### src/sv/dmwc_pkg.sv
// Shared types, codes and default sizes for the direct-mapped write-back cache controller.
// Used by dmwc_ctrl, dmwc_dpath and the top level; depends on nothing else.
package dmwc_pkg;

	localparam int CACHE_SLOTS_DEF     = 1024;
	localparam int BLOCK_ADDR_BITS_DEF = 32;

	localparam int MODE_W     = 2;
	localparam int BLOCK_W    = 32;
	localparam int ACTION_W   = 3;
	localparam int SLOT_OUT_W = 10;

	localparam logic [MODE_W-1:0] MODE_READ  = 2'd0;
	localparam logic [MODE_W-1:0] MODE_WRITE = 2'd1;
	localparam logic [MODE_W-1:0] MODE_DONE  = 2'd2;

	localparam logic [ACTION_W-1:0] ACT_HIT    = 3'd0;
	localparam logic [ACTION_W-1:0] ACT_FETCH  = 3'd1;
	localparam logic [ACTION_W-1:0] ACT_POSTED = 3'd2;
	localparam logic [ACTION_W-1:0] ACT_RETRY  = 3'd3;
	localparam logic [ACTION_W-1:0] ACT_DONE   = 3'd4;

	typedef enum logic [2:0] {
		ST_CLEAR,
		ST_IDLE,
		ST_MUL,
		ST_PROD,
		ST_READ,
		ST_EVAL
	} state_t;

	// Commands from the controller to the datapath.
	typedef struct packed {
		logic clear_wr;
		logic load;
		logic mul;
		logic prod;
		logic read;
		logic eval;
	} cmd_t;

	// Status from the datapath back to the controller.
	typedef struct packed {
		logic clear_last;
	} sts_t;

endpackage

### src/sv/dmwc_ctrl.sv
// Sequencer for the cache controller: clearing pass after reset, then one word at a time.
// Depends on dmwc_pkg for the state type and the command/status structs.
module dmwc_ctrl (
	input  logic          clk,
	input  logic          arst_n,
	input  logic          start,
	input  dmwc_pkg::sts_t sts,
	output dmwc_pkg::cmd_t cmd,
	output logic          busy
);
	import dmwc_pkg::*;

	state_t state_q;
	state_t state_d;

	always_ff @(posedge clk or negedge arst_n) begin
		if (!arst_n) begin
			state_q <= ST_CLEAR;
		end else begin
			state_q <= state_d;
		end
	end

	always_comb begin
		state_d = state_q;
		cmd     = '0;
		unique case (state_q)
			ST_CLEAR: begin
				cmd.clear_wr = 1'b1;
				if (sts.clear_last) begin
					state_d = ST_IDLE;
				end
			end
			ST_IDLE: begin
				if (start) begin
					cmd.load = 1'b1;
					state_d  = ST_MUL;
				end
			end
			ST_MUL: begin
				cmd.mul = 1'b1;
				state_d = ST_PROD;
			end
			ST_PROD: begin
				cmd.prod = 1'b1;
				state_d  = ST_READ;
			end
			ST_READ: begin
				cmd.read = 1'b1;
				state_d  = ST_EVAL;
			end
			ST_EVAL: begin
				cmd.eval = 1'b1;
				state_d  = ST_IDLE;
			end
			default: begin
				state_d = ST_IDLE;
			end
		endcase
	end

	assign busy = (state_q != ST_IDLE);

endmodule

### config.mk
export PLATFORM = sky130hd
export DESIGN_NAME = dmwc_ctrl
export DESIGN_NICKNAME = d
export VERILOG_FILES = /design/src/sv/dmwc_pkg.sv /design/src/sv/dmwc_ctrl.sv
export SDC_FILE = /design/constraint.sdc
export NUM_CORES = 1
export LEC_CHECK = 0
export BUFFER_PORTS_ARGS = -buffer_cell sky130_fd_sc_hd__buf_2
export CORE_AREA = 10 10 47 49
export CTS_BUF_LIST = sky130_fd_sc_hd__clkbuf_8
export DETAILED_ROUTE_END_ITERATION = 10
export DIE_AREA = 0 0 57 59
export GPL_TIMING_DRIVEN = 0
export PLACE_DENSITY = 0.3
export SYNTH_ARGS = -nofsm -noshare
export SYNTH_HDL_FRONTEND = slang
export SYNTH_SLANG_ARGS = --single-unit
### constraint.sdc
create_clock -name clk -period 1.3 [get_ports clk]
set_input_delay 0.195 -clock clk [delete_from_list [all_inputs] [get_ports clk]]
set_output_delay 0.195 -clock clk [all_outputs]
set_load 0.05 [all_outputs]
* Yosys cells after proc, flatten, opt, wreduce, memory -nomap -nowiden
Index checks and enable logic that the tools add are counted.
Operators by class: add/subtract/negate cells 0, multiply operators 0, div/mod/pow operators 0, order comparisons 0, equal/unequal tests 8, shift-type cells 0, muxes and demuxes 10, bitwise operators 0, reductions and logical operators 2
Operator list (number):
- 3-bit one-hot mux with 5 select lines | 1
- 1-bit 2-to-1 mux | 7
- 3-bit by 2-bit equality test with 1-bit output (second input constant) | 2
- 3-bit equality test (second input constant) | 2
- 3-bit 2-to-1 mux | 2
- 2-bit != test (second input constant) | 2
- 3-bit by 1-bit equality test with 1-bit output (second input constant) | 1
- 3-bit logical NOT | 1
- 3-bit by 1-bit != test with 1-bit output (second input constant) | 1
- 2-bit AND reduction | 1
Word-level totals: register bits 3, bits in latches 0, bits in writable memories 0, bits in read-only memories 0, bits of input ports 4, output and inout bits 7, logic and storage cells 21, memories kept 0

* Longest topological paths before layout
Gate-level depths: netlist (run 1).
depth in word-level cells 3, depth in mapped cells 3, mapped depth without buffers 2

* Worst setup path after synthesis (run 1)
OpenSTA, ideal clock, no wires.
kind reg-to-reg, from register state_q[2], to register state_q[1], setup time 70 ps, arrival 1879 ps, data required time 1230 ps, slack -650 ps, stages on the path, launching flop included 4, buffers on the path 1, period minus slack after synthesis 1950 ps, cell sequence dfrtp_1 -> buf_2 -> nor3b_1 -> or2_1
On the way: longest elaborated chain between the ends 3
Ends and longest elaborated chain:
- from (decl) | line dmwc_ctrl.sv:13 | state_t state_q;
- from (signal assigned) | line dmwc_ctrl.sv:20 | state_q <= state_d;
- 3-bit by 1-bit equality test with 1-bit output / 3-bit logical NOT (equally long branches) | line dmwc_ctrl.sv:27 | unique case (state_q)
- 2-bit != test (no line)
- 2-bit AND reduction (no line)
Parallel ways exist; a longest one is shown, timed or not. A chain may end at the register's enable or synchronous reset.

* Worst setup path in the final report (run 1)
from register state_q[1], to output busy
On the way: longest elaborated chain between the ends 1
Ends and longest elaborated chain:
- 3-bit by 1-bit != test with 1-bit output | line dmwc_ctrl.sv:62 | assign busy = (state_q != ST_IDLE);
- to (decl) | line dmwc_ctrl.sv:9 | output logic busy
No other way between the ends.

==> results of run 1 <==
-- per-layer routing --
layer / up-vias / track usage / wire length (um)
li1: 95 / - / -
met1: 87 / 0.0345 / 240
met2: 14 / 0.0481 / 215
met3: 2 / 0.0429 / 103
met4: 0 / 0.0503 / 27
met5: - / 0 / 0
-- layout make-up --
type                       instances  area (um^2)
fill                             164         1020
timing repair buffer              14          126
multi-input combinational         13          115
sequential                         3         78.8
clock buffer                       3         41.3
tap                               16         20.0
clock inverter                     1         3.75
-- through the flow --
stage	util	worst slack, ns
final	0.275	-0.112
after global routing	0.275	-0.149
after CTS	0.273	-0.126
after detailed placement	0.189	0.00577
after global placement	0.189	0.00199
after floorplan	-	-0.138
-- cell families after synthesis --
family | share of synthesized area
flip-flops | 0.426
buffers and inverters | 0.0283
AND/OR/NAND/NOR | 0.433
AO/OA/AOI/OAI | 0.113
-- cell usage after synthesis (all sizes together) --
| library cell | instances |
|---|---|
| and3b | 1 |
| nand2 | 1 |
| or2 | 1 |
| nor2 | 1 |
| or3b | 1 |
| buf | 1 |
| and4bb | 1 |
| dfrtp | 3 |
| nor3b | 2 |
| or3 | 1 |
| a21o | 1 |
| nor3 | 1 |
| o21ai | 1 |
| o21bai | 1 |
-- worst max-delay path: cells and delay by family (launching register included) --
| kind | cells | cell delay [ns] |
|---|---|---|
| buf+inv | 1 | 0.16 |
| simple gates | 1 | 0.38 |
| flops | 1 | 0.46 |
-- timing repair --
action | CTS | global route
gates resized for setup | 18 | 1
pin swaps | 2 | 2
setup buffers | 3 | 0
hold buffers | 1 | 0
setup endpoints to repair | 7 | 7
hold endpoints to repair | 3 | 0
-- cell usage in the layout (no fill, tap or decap), drive strengths merged --
cell type,netlist,routed
a21o,1,1
and3b,1,1
and4bb,1,1
buf,1,13
clkbuf,0,3
dfrtp,3,3
dlygate4sd3,0,1
inv,0,1
nand2,1,1
nor2,1,1
nor3,1,1
nor3b,2,2
o21ai,1,1
o21bai,1,1
or2,1,1
or3,1,1
or3b,1,1
-- worst paths after layout --
check | start | slack (ns) | depth (start not counted) | endpoint
worst max-delay path | state_q[1]$_DFFE_PN0P_ | -0.11 | 2 | busy
worst min register to register | state_q[2]$_DFFE_PN0P_ | 0.67 | 2 | state_q[2]$_DFFE_PN0P_
worst min-delay path | sts | 0.27 | 3 | state_q[0]$_DFFE_PN0P_
worst max register to register | state_q[1]$_DFFE_PN0P_ | 0.06 | 3 | state_q[0]$_DFFE_PN0P_
max in group asynchronous | arst_n | 0.88 | 2 | state_q[0]$_DFFE_PN0P_
min in group asynchronous | arst_n | 0.30 | 2 | state_q[2]$_DFFE_PN0P_
==> impl_metrics.sql, run 1 <==
INSERT INTO impl_metrics (metric_group, metric, value, unit) VALUES
('drt', 'detail_route.first_pass.iterations', '1', ''),
('clock_network', 'cts_inserted_buffers', '3', ''),
('timing', 'grt_setup_unrepaired', 'true', ''),
('synth', 'netlist-cell-type-count', '15', ''),
('clock_network', 'tritoncts', 'built', ''),
('setup_path', 'critical_path_required', '1.11', 'ns'),
('global_routing', 'first_global_vias', '234', ''),
('floorplan', 'die_area', '3360', 'um^2'),
('timing', 'sum_of_negative_setup_slack', '-0.226', 'ns'),
('setup_path', 'path_cells', 'or3b_1 > buf_6', ''),
('timing', 'worst-slew-pin-transition', '0.181', 'ns'),
('drt', 'antenna_violating_nets_left', '0', ''),
('placement', 'buffers_on_ports', '10', ''),
('finish', 'drive_gt1_frac', '0.706', ''),
('timing', 'finalCriticalPeriod', '1.41', 'ns'),
('placement', 'cell_count_after_placement', '43', ''),
('floorplan', 'io_pins', '11', ''),
('clock_network', 'cts.root.buffer_cell', 'clkbuf_8', ''),
('setup_path', 'critical_path_arrival', '1.22', 'ns'),
('finish', 'instances_no_fill', '50', ''),
('status', 'outcome', 'finished with violations', ''),
('synth', 'synth_area_leaders', 'dfrtp_1 43%, and4bb_1 7.1%, nor3b_2 7.1%', ''),
('synth', 'synth.yosys.seq_area_share', '0.426', ''),
('floorplan', 'placementRows', '14', ''),
('clock_network', 'htree_levels', '1', ''),
('drt', 'post_drt_via_cell_ratio', '3.96', ''),
('synth', 'post-synth-top-area-fraction', '0.426', ''),
('timing', 'portion_of_the_clock_cycle_consumed_by_the_worst_path_in_the_final_layout', '1.09', ''),
('clock_network', 'cts_sinks', '3', ''),
('timing', 'slew_viol_final', '0', ''),
('floorplan', 'chipWidth', '57', 'um'),
('min_path', 'worstHoldPathType', 'input pin to register', ''),
('global_routing', 'grt.total_usage', '0.0411', ''),
('global_routing', 'overflow', '0', ''),
('clock_network', 'cts_max_path_buffers', '2', ''),
('synth', 'synth_area_per_cell', '10.4', 'um^2'),
('finish', 'n_antenna_cell', '0', ''),
('floorplan', 'floorplan.initialDensity', '0.126', ''),
('timing', 'skew', '0.00200', 'ns'),
('timing', 'finalHoldViolCount', '0', ''),
('global_routing', 'number_of_antenna_violations_at_the_first_check_in_global_routing', '0', ''),
('synth', 'area_leader_netlist', 'dfrtp_1', ''),
('floorplan', 'core_ar', '1400', 'um^2'),
('timing', 'timing.hold.ws', '0.267', 'ns'),
('timing', 'fmax', '708', 'MHz'),
('synth', 'seq_cells_post_synth', '3', ''),
('setup_path', 'crit_fanout', '8', ''),
('setup_path', 'setup.worst_path.class', 'register to output port', ''),
('placement', 'placedInstanceArea', '265', 'um^2'),
('synth', 'syn-cell-area', '176', 'um^2'),
('global_routing', 'grt_pass1_wl', '959', 'um'),
('setup_path', 'timing.critical_path.slowest_stage_cell', 'dfrtp_2', ''),
('timing', 'relSlewSlack', '0.879', ''),
('setup_path', 'crit_path_start_kind', 'register', ''),
('drt', 'routed_wirelength', '586', 'um'),
('finish', 'top_regs', 'state_q: 3 flops', ''),
('clock_network', 'clkSlewWorstSetupHoldPaths', '0.03', 'ns'),
('setup_path', 'critical-path-max-stage-delay', '0.46', 'ns'),
('finish', 'largest_reg_flops', '3', ''),
('status', 'violated_checks', 'setup timing', ''),
('drt', 'via_count', '198', ''),
('placement', 'place_hpwl', '394', 'um'),
('finish', 'area_grow_syn2layout', '118', '%'),
('drt', 'dr.first_iter.drc_count', '0', ''),
('placement', 'globalplace.congestion', '0.642', ''),
('run', 'drv.max_cap_violation_count', '0', ''),
('finish', 'layout_nets', '39', ''),
('finish', 'final_area', '385', 'um^2'),
('finish', 'registers.top_by_ff_count', 'state_q', ''),
('global_routing', 'largest_net_degree_at_the_start_of_global_routing', '10', ''),
('drt', 'drt_drc_violations_left', '0', ''),
('synth', 'yosys_warnings', '0', ''),
('clock_network', 'clk-insertion-delay-late', '0.22', 'ns'),
('synth', 'mappedNetlistNets', '21', ''),
('timing', 'count_of_final_setup_violators', '3', ''),
('drt', 'avgRoutedWirePerCell', '11.7', 'um'),
('floorplan', 'die_height', '59', 'um'),
('synth', 'gate_count_post_synth', '17', ''),
('timing', 'post-route-worst-setup-slack', '-0.112', 'ns'),
('setup_path', 'endpoint_kind', 'output port', '');
Power of run 1 is left out: the tool's default activity adds up to more than one toggle a clock period on the data nets, which glitch-free logic cannot reach.
==> inputs of run 2 (changes only) <==
- ABC_CLOCK_PERIOD_IN_PS: not set -> 1300
- SKIP_CTS_REPAIR_TIMING: not set -> 1
==> run 2 against run 1 <==
  * The flow still finishes with violations (setup timing)
  * Cell area increased by 9.4%
  * Non-clock buffer count increased by 3
  * Fmax increased by 0.52%
  * Worst setup slack improved by 0.0073 ns
  * Hold slack improved by 0.0017 ns
  * Critical path depth unchanged
  * Sequential cell count unchanged
  * Critical endpoint unchanged
  * Via count increased by 8.6%
  * Global-route usage decreased by 0.26 points
  * First-iteration DRC count unchanged
==> impl_metrics.sql, run 2 (synthesis results as in run 1) <==
INSERT INTO impl_metrics (metric_group, metric, value, unit) VALUES
('status', 'outcome', 'finished with violations', ''),
('status', 'violated_checks', 'setup timing', ''),
('floorplan', 'core_ar', '1400', 'um^2'),
('placement', 'buffers_on_ports', '10', ''),
('timing', 'finalHoldViolCount', '0', ''),
('clock_network', 'tritoncts', 'built', ''),
('global_routing', 'grt.total_usage', '0.0385', ''),
('finish', 'largest_reg_flops', '3', ''),
('timing', 'post-route-worst-setup-slack', '-0.105', 'ns'),
('timing', 'worst-slew-pin-transition', '0.169', 'ns'),
('setup_path', 'ff_to_ff_setup_slack', '0.06', 'ns'),
('finish', 'mostFrequentLayoutCell', 'buf_6', ''),
('run', 'drv.max_cap_violation_count', '0', ''),
('timing', 'relSlewSlack', '0.887', ''),
('finish', 'layout.filler_cells', '163', ''),
('drt', 'detail_route.first_pass.iterations', '1', ''),
('drt', 'drt_drc_violations_left', '0', ''),
('timing', 'portion_of_the_clock_cycle_consumed_by_the_worst_path_in_the_final_layout', '1.08', ''),
('setup_path', 'critical_path_required', '1.11', 'ns'),
('min_path', 'min_path_cells', '3', ''),
('drt', 'avgRoutedWirePerCell', '11.6', 'um'),
('clock_network', 'cts_max_path_buffers', '2', ''),
('drt', 'dr.first_iter.drc_count', '0', ''),
('floorplan', 'die_area', '3360', 'um^2'),
('setup_path', 'crit_fanout', '7', ''),
('drt', 'post_drt_via_cell_ratio', '4.06', ''),
('setup_path', 'path_cells', 'or3b_1 > buf_6', ''),
('setup_path', 'timing.critical_path.slowest_stage_cell', 'dfrtp_2', ''),
('timing', 'skew', '0.00211', 'ns'),
('clock_network', 'htree_levels', '1', ''),
('setup_path', 'critical_path_arrival', '1.21', 'ns'),
('setup_path', 'worst_case_reg_to_reg_path_depth', '3', ''),
('setup_path', 'critical-path-max-stage-delay', '0.43', 'ns'),
('timing', 'finalCriticalPeriod', '1.41', 'ns'),
('floorplan', 'floorplan.initialDensity', '0.126', ''),
('timing', 'grt_setup_unrepaired', 'true', ''),
('min_path', 'worstHoldPathType', 'input pin to register', ''),
('clock_network', 'clkSlewWorstSetupHoldPaths', '0.03', 'ns'),
('timing', 'sum_of_negative_setup_slack', '-0.317', 'ns'),
('finish', 'top_regs', 'state_q: 3 flops', ''),
('placement', 'globalplace.congestion', '0.642', ''),
('setup_path', 'endpoint_kind', 'output port', ''),
('placement', 'place_hpwl', '394', 'um'),
('drt', 'via_count', '215', ''),
('global_routing', 'number_of_antenna_violations_at_the_first_check_in_global_routing', '0', ''),
('setup_path', 'crit_path_start_kind', 'register', ''),
('clock_network', 'cts_inserted_buffers', '3', ''),
('setup_path', 'setup.worst_path.class', 'register to output port', ''),
('global_routing', 'first_global_vias', '205', ''),
('finish', 'layout_nets', '42', ''),
('floorplan', 'die_height', '59', 'um'),
('drt', 'routed_wirelength', '613', 'um'),
('clock_network', 'clk-insertion-delay-late', '0.22', 'ns'),
('min_path', 'min_delay_worst_endpoint', 'state_q[0]$_DFFE_PN0P_', ''),
('finish', 'area_grow_syn2layout', '139', '%'),
('finish', 'final_cell_mix', '8 x buf_6, 4 x buf_2, 4 x buf_4', ''),
('timing', 'slew_viol_final', '0', ''),
('global_routing', 'overflow', '0', ''),
('finish', 'drive_gt1_frac', '0.730', ''),
('placement', 'place_ws', '0.00577', 'ns'),
('finish', 'n_antenna_cell', '0', ''),
('finish', 'registers.top_by_ff_count', 'state_q', ''),
('floorplan', 'placementRows', '14', ''),
('clock_network', 'cts.root.buffer_cell', 'clkbuf_8', ''),
('global_routing', 'grt_pass1_wl', '883', 'um'),
('setup_path', 'reg2reg_to', 'state_q[0]$_DFFE_PN0P_', ''),
('min_path', 'worstHoldStart', 'sts', ''),
('floorplan', 'io_pins', '11', ''),
('timing', 'timing.hold.ws', '0.269', 'ns'),
('setup_path', 'r2r-start', 'state_q[1]$_DFFE_PN0P_', ''),
('floorplan', 'chipWidth', '57', 'um'),
('drt', 'antenna_violating_nets_left', '0', ''),
('timing', 'fmax', '712', 'MHz'),
('timing', 'count_of_final_setup_violators', '5', ''),
('global_routing', 'largest_net_degree_at_the_start_of_global_routing', '10', ''),
('clock_network', 'cts_sinks', '3', '');
## run 2: layout make-up
cell class,count,area (um^2),share of cell area
timing repair buffer,17,150,0.356
multi-input combinational,13,128,0.303
sequential,3,78.8,0.187
clock buffer,3,41.3,0.0979
tap,16,20.0,0.0475
clock inverter,1,3.75,0.00890
## run 2: stage by stage
step | utilization | instance area [um^2] | cells
6_report | 0.301 | 422 | 53
3_3_place_gp | 0.189 | 265 | 43
5_1_grt | 0.301 | 422 | 53
3_5_place_dp | 0.189 | 265 | 43
4_1_cts | 0.221 | 310 | 47
2_1_floorplan | - | 195 | 17
## run 2: how the worst max path moves through the flow
stage          cells past startpoint              startpoint  slack [ns]                endpoint
3_5_place_dp                       2  state_q[0]$_DFFE_PN0P_       0.006                    busy
4_1_cts                            2  state_q[0]$_DFFE_PN0P_       -0.23                    busy
2_1_floorplan                      2  state_q[1]$_DFFE_PN0P_       -0.14  state_q[1]$_DFFE_PN0P_
6_report                           2  state_q[2]$_DFFE_PN0P_       -0.11                    busy
5_1_grt                            2  state_q[2]$_DFFE_PN0P_       -0.14                    busy
3_3_place_gp                       2  state_q[0]$_DFFE_PN0P_       0.002                    busy
## run 2: per-layer routing
layer	global-route usage	up-vias	routed length [um]
met5	0	-	0
met4	0.0503	0	27
met3	0.0365	2	88
met2	0.0403	14	235
met1	0.0369	98	261
li1	-	101	-
## run 2: critical path, delay by kind of cell, from the launching register on
family	cells	cell delay, ns
flip-flops	1	0.43
AND/OR/NAND/NOR	1	0.39
buffers and inverters	1	0.16
Power of run 2 is left out for the same reason.
